## config.mk

```make
export PLATFORM = sky130hd
export DESIGN_NAME = servo_command_frame_parser_core
export DESIGN_NICKNAME = d
export VERILOG_FILES = /design/src/sv/scfp_pkg.sv /design/src/sv/scfp_parser.sv /design/src/sv/scfp_out_stage.sv /design/src/sv/servo_command_frame_parser_core.sv
export SDC_FILE = /design/constraint.sdc
export NUM_CORES = 1
export LEC_CHECK = 0
export BUFFER_PORTS_ARGS = -buffer_cell sky130_fd_sc_hd__buf_2
export CORE_MARGIN = 4
export CORE_UTILIZATION = 61
export DETAILED_ROUTE_END_ITERATION = 8
export GPL_ROUTABILITY_DRIVEN = 0
export PLACE_DENSITY_LB_ADDON = 0.08
export SETUP_SLACK_MARGIN = 0.1
export SYNTH_ARGS = -nofsm -noshare
export SYNTH_HDL_FRONTEND = slang
export SYNTH_SLANG_ARGS = --single-unit
```

## constraint.sdc

```tcl
create_clock -name i_clk -period 5.8 [get_ports i_clk]
set_input_delay 0.29 -clock i_clk [delete_from_list [all_inputs] [get_ports i_clk]]
set_output_delay 0.29 -clock i_clk [all_outputs]
set_load 0.02 [all_outputs]
```

## src/sv/scfp_pkg.sv

```systemverilog
// ============================================================================
// scfp_pkg: shared types and constants of the servo command frame parser.
// Frame bytes, parser phases, status codes and the frame event record.
// ============================================================================
package scfp_pkg;

    localparam int unsigned MAX_PAYLOAD_DEF = 49;

    localparam logic [7:0] SYNC_A        = 8'hAA;
    localparam logic [7:0] SYNC_B        = 8'hAF;
    localparam logic [7:0] FUNC_LIMIT    = 8'hF1;
    localparam logic [7:0] SERVO_FUNC_RST = 8'h66;
    localparam logic [15:0] MIN_PULSE_RST = 16'd600;
    localparam logic [15:0] MAX_PULSE_RST = 16'd2400;
    localparam logic [15:0] WIDTH_RST     = 16'd1500;

    localparam int unsigned HEAD_DEPTH = 4;

    typedef enum logic [1:0] {
        CFG_MIN_PULSE  = 2'd0,
        CFG_MAX_PULSE  = 2'd1,
        CFG_SERVO_FUNC = 2'd2
    } t_cfg_index;

    typedef enum logic [2:0] {
        PH_IDLE = 3'd0,
        PH_SYNC = 3'd1,
        PH_FUNC = 3'd2,
        PH_LEN  = 3'd3,
        PH_DATA = 3'd4,
        PH_CSUM = 3'd5
    } t_phase;

    typedef enum logic [1:0] {
        ST_APPLIED  = 2'd0,
        ST_MISMATCH = 2'd1,
        ST_IGNORED  = 2'd2
    } t_frame_status;

    typedef struct packed {
        logic          valid;
        t_frame_status status;
        logic [7:0]    func;
        logic [15:0]   width_a;
        logic [15:0]   width_b;
        logic          indicator;
    } t_frame_evt;

endpackage

```

## src/sv/scfp_parser.sv

```systemverilog
// ============================================================================
// scfp_parser: frame state machine over accepted bytes.
// Keeps the running checksum, the payload head and the kept servo widths, and
// reports a frame event on each checksum byte.
// ============================================================================
module scfp_parser #(
    parameter int unsigned MAX_PAYLOAD = scfp_pkg::MAX_PAYLOAD_DEF
) (
    input  logic                  i_clk,
    input  logic                  i_rst_n,
    input  logic                  i_accept,
    input  logic [7:0]            i_rx_byte,
    input  logic [7:0]            i_servo_func_code,
    output scfp_pkg::t_frame_evt  o_evt
);

    localparam int unsigned CntW = $clog2(MAX_PAYLOAD + 1);
    localparam logic [8:0] LenLimit = 9'(MAX_PAYLOAD);

    scfp_pkg::t_phase r_phase, n_phase;
    logic [CntW-1:0]  r_remaining, n_remaining;
    logic [2:0]       r_count, n_count;
    logic [7:0]       r_sum, n_sum;
    logic [7:0]       r_func, n_func;
    logic [7:0]       r_head [scfp_pkg::HEAD_DEPTH];
    logic [7:0]       n_head [scfp_pkg::HEAD_DEPTH];
    logic [15:0]      r_width_a, n_width_a;
    logic [15:0]      r_width_b, n_width_b;
    logic             r_indicator, n_indicator;
    logic [7:0]       sum_plus;

    assign sum_plus = r_sum + i_rx_byte;

    always_comb begin
        n_phase     = r_phase;
        n_remaining = r_remaining;
        n_count     = r_count;
        n_sum       = r_sum;
        n_func      = r_func;
        n_head      = r_head;
        n_width_a   = r_width_a;
        n_width_b   = r_width_b;
        n_indicator = r_indicator;
        o_evt       = '0;
        o_evt.status = scfp_pkg::ST_IGNORED;

        unique case (r_phase)
            scfp_pkg::PH_IDLE: begin
                if (i_rx_byte == scfp_pkg::SYNC_A) begin
                    n_phase = scfp_pkg::PH_SYNC;
                    n_sum   = i_rx_byte;
                end
            end
            scfp_pkg::PH_SYNC: begin
                if (i_rx_byte == scfp_pkg::SYNC_B) begin
                    n_phase = scfp_pkg::PH_FUNC;
                    n_sum   = sum_plus;
                end else begin
                    n_phase = scfp_pkg::PH_IDLE;
                end
            end
            scfp_pkg::PH_FUNC: begin
                if (i_rx_byte != 8'd0 && i_rx_byte < scfp_pkg::FUNC_LIMIT) begin
                    n_phase = scfp_pkg::PH_LEN;
                    n_func  = i_rx_byte;
                    n_sum   = sum_plus;
                end else begin
                    n_phase = scfp_pkg::PH_IDLE;
                end
            end
            scfp_pkg::PH_LEN: begin
                if ({1'b0, i_rx_byte} <= LenLimit) begin
                    n_phase     = scfp_pkg::PH_DATA;
                    n_remaining = i_rx_byte[CntW-1:0];
                    n_count     = 3'd0;
                    n_sum       = sum_plus;
                end else begin
                    n_phase = scfp_pkg::PH_IDLE;
                end
            end
            scfp_pkg::PH_DATA: begin
                if (r_remaining != '0) begin
                    n_remaining = r_remaining - 1'b1;
                    if (!r_count[2]) begin
                        n_head[r_count[1:0]] = i_rx_byte;
                        n_count              = r_count + 3'd1;
                    end
                    n_sum = sum_plus;
                    if (r_remaining == CntW'(1)) begin
                        n_phase = scfp_pkg::PH_CSUM;
                    end
                end else begin
                    n_phase = scfp_pkg::PH_IDLE;
                end
            end
            scfp_pkg::PH_CSUM: begin
                n_phase = scfp_pkg::PH_IDLE;
                if (!r_count[2]) begin
                    n_head[r_count[1:0]] = i_rx_byte;
                end
                o_evt.valid = 1'b1;
                if (r_sum != i_rx_byte) begin
                    o_evt.status = scfp_pkg::ST_MISMATCH;
                end else if (r_func == i_servo_func_code) begin
                    o_evt.status = scfp_pkg::ST_APPLIED;
                    n_indicator  = ~r_indicator;
                    n_width_a    = {n_head[0], n_head[1]};
                    n_width_b    = {n_head[2], n_head[3]};
                end else begin
                    o_evt.status = scfp_pkg::ST_IGNORED;
                end
            end
            default: begin
                n_phase = scfp_pkg::PH_IDLE;
            end
        endcase

        o_evt.valid     = o_evt.valid & i_accept;
        o_evt.func      = r_func;
        o_evt.width_a   = n_width_a;
        o_evt.width_b   = n_width_b;
        o_evt.indicator = n_indicator;
    end

    always_ff @(posedge i_clk) begin
        if (!i_rst_n) begin
            r_phase     <= scfp_pkg::PH_IDLE;
            r_remaining <= '0;
            r_count     <= '0;
            r_sum       <= '0;
            r_func      <= '0;
            for (int i = 0; i < scfp_pkg::HEAD_DEPTH; i++) begin
                r_head[i] <= '0;
            end
            r_width_a   <= scfp_pkg::WIDTH_RST;
            r_width_b   <= scfp_pkg::WIDTH_RST;
            r_indicator <= 1'b0;
        end else if (i_accept) begin
            r_phase     <= n_phase;
            r_remaining <= n_remaining;
            r_count     <= n_count;
            r_sum       <= n_sum;
            r_func      <= n_func;
            r_head      <= n_head;
            r_width_a   <= n_width_a;
            r_width_b   <= n_width_b;
            r_indicator <= n_indicator;
        end
    end

endmodule

```

## src/sv/scfp_out_stage.sv

```systemverilog
// ============================================================================
// scfp_out_stage: result register of the parser.
// Clamps the kept widths to the configured limits and holds the result word
// until the receiver takes it.
// ============================================================================
module scfp_out_stage (
    input  logic                 i_clk,
    input  logic                 i_rst_n,
    input  scfp_pkg::t_frame_evt i_evt,
    input  logic [15:0]          i_min_pulse,
    input  logic [15:0]          i_max_pulse,
    input  logic                 i_out_stall,
    output logic                 o_full_stalled,
    output logic                 o_out_valid,
    output logic [1:0]           o_frame_status,
    output logic [7:0]           o_frame_func,
    output logic [15:0]          o_servo_a_width,
    output logic [15:0]          o_servo_b_width,
    output logic                 o_indicator_on
);

    // The kept widths are signed while the limits are unsigned.
    function automatic logic [15:0] clamp_width(
        input logic [15:0] kept,
        input logic [15:0] lo,
        input logic [15:0] hi
    );
        logic signed [16:0] x;
        logic signed [16:0] lo_s;
        logic signed [16:0] hi_s;
        x    = $signed({kept[15], kept});
        lo_s = $signed({1'b0, lo});
        hi_s = $signed({1'b0, hi});
        if (x < lo_s) begin
            return lo;
        end else if (x > hi_s) begin
            return hi;
        end
        return kept;
    endfunction

    logic        r_valid;
    logic [1:0]  r_status;
    logic [7:0]  r_func;
    logic [15:0] r_width_a;
    logic [15:0] r_width_b;
    logic        r_indicator;

    assign o_full_stalled = r_valid & i_out_stall;

    always_ff @(posedge i_clk) begin
        if (!i_rst_n) begin
            r_valid <= 1'b0;
        end else if (i_evt.valid) begin
            r_valid <= 1'b1;
        end else if (!i_out_stall) begin
            r_valid <= 1'b0;
        end
    end

    always_ff @(posedge i_clk) begin
        if (i_evt.valid) begin
            r_status    <= i_evt.status;
            r_func      <= i_evt.func;
            r_width_a   <= clamp_width(i_evt.width_a, i_min_pulse, i_max_pulse);
            r_width_b   <= clamp_width(i_evt.width_b, i_min_pulse, i_max_pulse);
            r_indicator <= i_evt.indicator;
        end
    end

    assign o_out_valid     = r_valid;
    assign o_frame_status  = r_status;
    assign o_frame_func    = r_func;
    assign o_servo_a_width = r_width_a;
    assign o_servo_b_width = r_width_b;
    assign o_indicator_on  = r_indicator;

endmodule

```

## src/sv/servo_command_frame_parser_core.sv

```systemverilog
// ============================================================================
// servo_command_frame_parser_core: servo command frame parser.
// Parses sync, function, length, payload and checksum bytes and reports one
// status word per completed frame with the clamped servo widths.
// ============================================================================
//  channel  direction  handshake                  payload
//  -------  ---------  -------------------------  ---------------------------
//  rx       in         i_in_valid / o_in_stall     i_rx_byte
//  result   out        o_out_valid / i_out_stall   status, func, widths, ind.
//  config   in         i_cfg_wr_en                 i_cfg_index, i_cfg_wdata
//
// One byte is taken every cycle unless the input stalls; a checksum byte
// shows its word on the next cycle. Synchronous active-low reset returns the
// parser, the kept widths and the limits to their reset values. The input
// stalls only while the receiver stalls a word held in the output register.
// ============================================================================
module servo_command_frame_parser_core #(
    parameter int unsigned MAX_PAYLOAD = scfp_pkg::MAX_PAYLOAD_DEF
) (
    input  logic        i_clk,
    input  logic        i_rst_n,
    input  logic        i_in_valid,
    output logic        o_in_stall,
    input  logic [7:0]  i_rx_byte,
    output logic        o_out_valid,
    input  logic        i_out_stall,
    output logic [1:0]  o_frame_status,
    output logic [7:0]  o_frame_func,
    output logic [15:0] o_servo_a_width,
    output logic [15:0] o_servo_b_width,
    output logic        o_indicator_on,
    input  logic        i_cfg_wr_en,
    input  logic [1:0]  i_cfg_index,
    input  logic [15:0] i_cfg_wdata
);

    logic [15:0] r_min_pulse;
    logic [15:0] r_max_pulse;
    logic [7:0]  r_servo_func;
    logic        accept;
    logic        full_stalled;
    scfp_pkg::t_frame_evt evt;

    always_ff @(posedge i_clk) begin
        if (!i_rst_n) begin
            r_min_pulse  <= scfp_pkg::MIN_PULSE_RST;
            r_max_pulse  <= scfp_pkg::MAX_PULSE_RST;
            r_servo_func <= scfp_pkg::SERVO_FUNC_RST;
        end else if (i_cfg_wr_en) begin
            unique case (scfp_pkg::t_cfg_index'(i_cfg_index))
                scfp_pkg::CFG_MIN_PULSE:  r_min_pulse  <= i_cfg_wdata;
                scfp_pkg::CFG_MAX_PULSE:  r_max_pulse  <= i_cfg_wdata;
                scfp_pkg::CFG_SERVO_FUNC: r_servo_func <= i_cfg_wdata[7:0];
                default: begin
                end
            endcase
        end
    end

    assign o_in_stall = full_stalled;
    assign accept     = i_in_valid & ~full_stalled;

    scfp_parser #(
        .MAX_PAYLOAD(MAX_PAYLOAD)
    ) u_parser (
        .i_clk             (i_clk),
        .i_rst_n           (i_rst_n),
        .i_accept          (accept),
        .i_rx_byte         (i_rx_byte),
        .i_servo_func_code (r_servo_func),
        .o_evt             (evt)
    );

    scfp_out_stage u_out (
        .i_clk           (i_clk),
        .i_rst_n         (i_rst_n),
        .i_evt           (evt),
        .i_min_pulse     (r_min_pulse),
        .i_max_pulse     (r_max_pulse),
        .i_out_stall     (i_out_stall),
        .o_full_stalled  (full_stalled),
        .o_out_valid     (o_out_valid),
        .o_frame_status  (o_frame_status),
        .o_frame_func    (o_frame_func),
        .o_servo_a_width (o_servo_a_width),
        .o_servo_b_width (o_servo_b_width),
        .o_indicator_on  (o_indicator_on)
    );

endmodule

```

Yosys cells after proc, flatten, opt, wreduce, memory -nomap -nowiden
Index checks and enable logic that the tools add are counted.
W data, S select, Z words.
- ROM bits: 0
- bits in writable memories: 0
- register bits: 177
- memories kept: 0
- bits of input ports: 31
- bits in latches: 0
- output and inout port bits: 45
- logic and storage cells: 129
- shift operators: 0
- bitwise operators: 6
- order comparisons: 8
- add/subtract/negate cells: 3
- reductions and logical operators: 18
- $mul: 0
- equal/unequal tests: 20
- div/mod/pow operators: 0
- mux-type cells: 52
- operators with widths (cell ; number):
    $mux W16 ; 12
    $mux W32 ; 2
    $pmux W32 S2 ; 1
    $mux W8 ; 6
    $pmux W8 S5 ; 1
    $gt A16 B17 Y1 ; 2
    $lt A16 B17 Y1 ; 2
    $bwmux W32 ; 1
    $mux W3 ; 8
    $demux W8 S2 ; 1
    $eq A8 B8 Y1 const B ; 2
    $pmux W3 S5 ; 1
    $mux W6 ; 2
    $ne A2 B1 Y1 const B ; 6
    $pmux W6 S2 ; 1
    $mux W1 ; 11
    $reduce_and A3 Y1 ; 3
    $add A8 B8 Y8 ; 1
    $eq A8 B8 Y1 ; 1
    $le A8 B6 Y1 const B ; 1
    $lt A8 B8 Y1 const B ; 1
    $mux W2 ; 4
    $ne A8 B8 Y1 ; 1
    $reduce_bool A8 Y1 ; 1
    26 further kinds ; 35

Depth between registers and ports, before layout
- depth after elaboration: 15
- mapped depth: 17
- gate-level depth less buffers: 15

Hierarchy
A second synthesis with hierarchy kept.
- cells, all modules: 1161
- area, all modules: 10588.9 um^2
- modules (own cells, without submodules) (module ; seq. area each (um^2) ; times used ; cells each ; area each (um^2)):
    scfp_parser ; 1861.8 ; 1 ; 630 ; 5245.0
    scfp_out_stage ; 1311.3 ; 1 ; 369 ; 3696.0
    servo_command_frame_parser_core ; 800.8 ; 1 ; 162 ; 1647.8

Worst setup path before layout
Ideal clock, no wire load.
- kind: input to register
- from: input i_rx_byte[5]
- to: register u_out.r_width_a[10], in the netlist u_out.o_servo_a_width[10] (data pin)
- slack: 1.084 ns
- data arrival time: 4.455 ns
- buffers on the path: 3
- setup time: 0.261 ns
- stages: 16
- cells stage by stage: ha_1 > nor4_2 > nand3_1 > nor4_4 > clkbuf_1 > clkbuf_1 > a21oi_1 > ha_1 > and4_1 > nand2_1 > a21oi_1 > o21ai_0 > a31oi_1 > clkbuf_1 > mux2i_1 > mux2i_1
- RTL lines (item ; RTL line ; text):
    start: declaration ; servo_command_frame_parser_core.sv:24 ; input logic [7:0] i_rx_byte,
    end signal: assignment ; scfp_out_stage.sv:65 ; r_width_a <= clamp_width(i_evt.width_a, i_min_pulse, i_max_pulse);
    end: declaration ; scfp_out_stage.sv:45 ; logic [15:0] r_width_a;

==> results.ini <==
[detailed_routing]
via_per_inst=5.889
vias=8186
antenna_left=0
first_pass_iters=5
routed.top_layer=met4
wl_met1_um=11350
met3_length_um=1580
wl_met2_um=11820
drcViolationCount=0
drtIter0Drc=585
route.detailed.wl_per_inst_um=18.26
wirelength_um=25390

[final_layout]
multi_input_area_sq_um=5558
layout_commonest_cell=nand2_1
fillerInstances=1275
layout_common_cells=nand2_1 (164), dfxtp_1 (134), mux2i_1 (127)
drive_gt1_frac=0.1380
regArea_sq_um=3974
insertedDiodeCount=0
layout.nets=1268
syn_to_final_growth_pct=12.97

[critical_path]
worst_r2r_endpoint=u_out.o_servo_a_width[0]
r2r_cells=15
r2r-start=u_parser.r_sum[5]
crit_path_max_fanout=64
critPathCapture=u_out.o_servo_a_width[0]
cp_cell_sequence=ha_1, nor4_2, nand3_1, nor4_4, buf_12, nor2_1, a21oi_1, ha_1, nand4_1, nor2_1, and4_1, nor2b_1, a211oi_1, nor4_4, mux2_1
arrival_ps=5030
worstSetupStartpointType=flip-flop
cpPeakStageDelay_ps=1110
crit_type=flip-flop to flip-flop
r2r_slack_ps=960
crit_start=u_parser.r_sum[5]
end_kind=flip-flop
critPathRequiredTime_ps=5990
crit_path_top_delay_cell=nor4_4

[synth]
synth.top_cell.area_share=0.2701
synth_area_leader_cell=dfxtp_1
ys_types=62
synth_edf_count=43
avgSynthCellArea_sq_um=9.071
synth_ff_type=dfxtp_1
ys_ff_latch=177
seq_area_frac_synth=0.4001
synthesis.nets=1202
syn_inst=1095
synth_area_sq_um=9933
yosysWarnings=0
ys_async_sr_fraction=0
synthTopCellsByArea=dfxtp_1 (27%), edfxtp_1 (13%), mux2i_1 (13%), ha_1 (9.4%), nand2_1 (6.2%)

[power_and_ir_drop]
cellPowerDensity_nw_per_um2=242.5
internal_power_mw=2.027
leakage_nw=4.889
p_switching_mw=0.6943
p_clk_frac=0.422
pwr-share-seq=0.475
vdd_drop_max_mv=0.2563
p_total_mw=2.722
pwr-share-comb=0.103
swShare=0.2551

[placed_design]
pre_cts_ws_ps=751.7
place_hpwl_um=17790
io_buffers=75

[floorplan]
num_rows=46
initial_core_util=0.6231
die_area_sq_um=18390
coreArea_sq_um=15940
dieWidth_um=135.6
die_h_um=135.6
top_level_ports=76

[sta]
fmax_mhz=206.7
final-hold-violation-count=0
period_share=0.8341
worst_pin_slew_ps=1351
period_minus_slack_ps=4838
fin_ws_ps=962.3
drv_slew=0
rsz0062_at_grt=no
fin_setup_tns_ps=0
slew_headroom=0.09264
clock_skew_ps=12.05
setup_viol=0

[cts]
clk-insertion-delay-late_ps=440
postCtsSetupRepairBufs=0
clockBufferDepth=2
clk_pin_slew_worst_paths_ps=70
hold_buffers=0
cts_tree=built
cts_inserted_buffers=17
post_cts_resized=0
clock_sinks=177
cts_root_buffer=clkbuf_16
htreeDepth=4

[grt]
track_usage=0.2815
grt_pass1_wl_um=40630
grt_pass1_vias=7789
grt_overflow=0
grt_max_degree=98
antenna_found_initial=0

[min_path]
hold_path.class=primary input to flip-flop

[flow_run]
cap_viol_max_count=0

[run_status]
outcome=complete, no violations

-- per-stage QoR --
stage                     std cells    util  hold WS (ps)  cell area, sq um
final                          1390  0.7039         97.16             11220
after global routing           1390  0.7039         105.2             11220
after CTS                      1390  0.7039         87.87             11220
after detailed placement       1358  0.6665         450.9             10630
after global placement         1358  0.6665         443.1             10630
after floorplan                1095       -         415.1              9933
-- power by group through the flow --
stage          Clock (mW)  Sequential, mW  Combinational (mW)
2_1_floorplan           0            1.32               0.194
3_3_place_gp            0            1.32               0.270
3_5_place_dp            0            1.32               0.274
4_1_cts              1.16            1.29               0.277
5_1_grt              1.22            1.29               0.306
6_report             1.15            1.29               0.280
-- sequential cells by signal (all words and copies together) (netlist names), 8 cells and up --
| signal | count |
|---|---|
| u_out.o_servo_a_width | 16 |
| u_parser.r_width_b | 16 |
| u_parser.r_width_a | 16 |
| r_servo_func | 8 |
| r_min_pulse | 16 |
| u_out.o_frame_func | 8 |
| u_parser.r_head | 32 |
| u_parser.r_func | 8 |
| u_out.o_servo_b_width | 16 |
| u_parser.r_sum | 8 |
| r_max_pulse | 16 |
-- routing by layer --
layer | GRT usage | up-vias
met5 | 0 | -
met4 | 0.1036 | 0
met3 | 0.05201 | 51
met2 | 0.4535 | 260
met1 | 0.3792 | 3881
li1 | - | 3994
-- worst max-delay path: cells and delay by family, from the launching register on --
family          cells  cell delay [ps]
compound gates      2              360
fa+ha+maj           2              520
buf+inv             1              270
flops               1              320
mux                 1              380
simple gates        9             2660
-- how the worst min path moves through the flow --
stage                                  start                 end  depth (start not counted)
final                         i_cfg_wdata[8]      r_max_pulse[8]                          3
after global routing          i_cfg_wdata[8]      r_max_pulse[8]                          3
after CTS                     i_cfg_wdata[8]      r_max_pulse[8]                          3
after detailed placement     r_min_pulse[11]     r_min_pulse[11]                          2
after global placement    u_parser.r_head[0]  u_parser.r_head[0]                          2
after floorplan               i_cfg_wdata[1]     r_servo_func[1]                          2
-- synthesized netlist by cell type, types with 4 or more instances --
cell / n
a211oi_1: 5
a21boi_0: 46
a21o_1: 6
a21oi_1: 63
a31oi_1: 5
and2_1: 8
and3_1: 4
and4_1: 4
clkbuf_1: 56
dfxtp_1: 134
edfxtp_1: 43
ha_1: 75
inv_1: 48
mux2i_1: 127
nand2_1: 164
nand2b_1: 7
nand3_1: 36
nand3b_1: 4
nand4_1: 10
nor2_1: 98
nor2b_1: 18
nor3_1: 10
nor4_1: 6
o211a_1: 4
o211ai_1: 12
o21a_1: 4
o21ai_0: 24
o221a_2: 4
xnor2_1: 11
xor2_1: 6
-- area by class of cell --
type,count,share of cell area
flip-flops and latches,177,0.3541
clock buffers,21,0.04493
clock inverters,11,0.008251
inverters,50,0.01672
multi-input cells,807,0.4953
well taps,216,0.02408
repair buffers,108,0.05664
-- kinds of logic (layout without fill, tap and decap cells) --
| group | count (synthesis) | count (layout) | share of synthesized area |
|---|---|---|---|
| mux | 131 | 131 | 0.1325 |
| buf+inv | 111 | 190 | 0.04371 |
| fa+ha+maj | 76 | 76 | 0.09649 |
| simple gates | 383 | 383 | 0.1781 |
| compound gates | 200 | 200 | 0.1342 |
| xor+xnor | 17 | 17 | 0.01499 |
| flops | 177 | 177 | 0.4001 |
No activity file was read; power rests on OpenSTA's default activity.
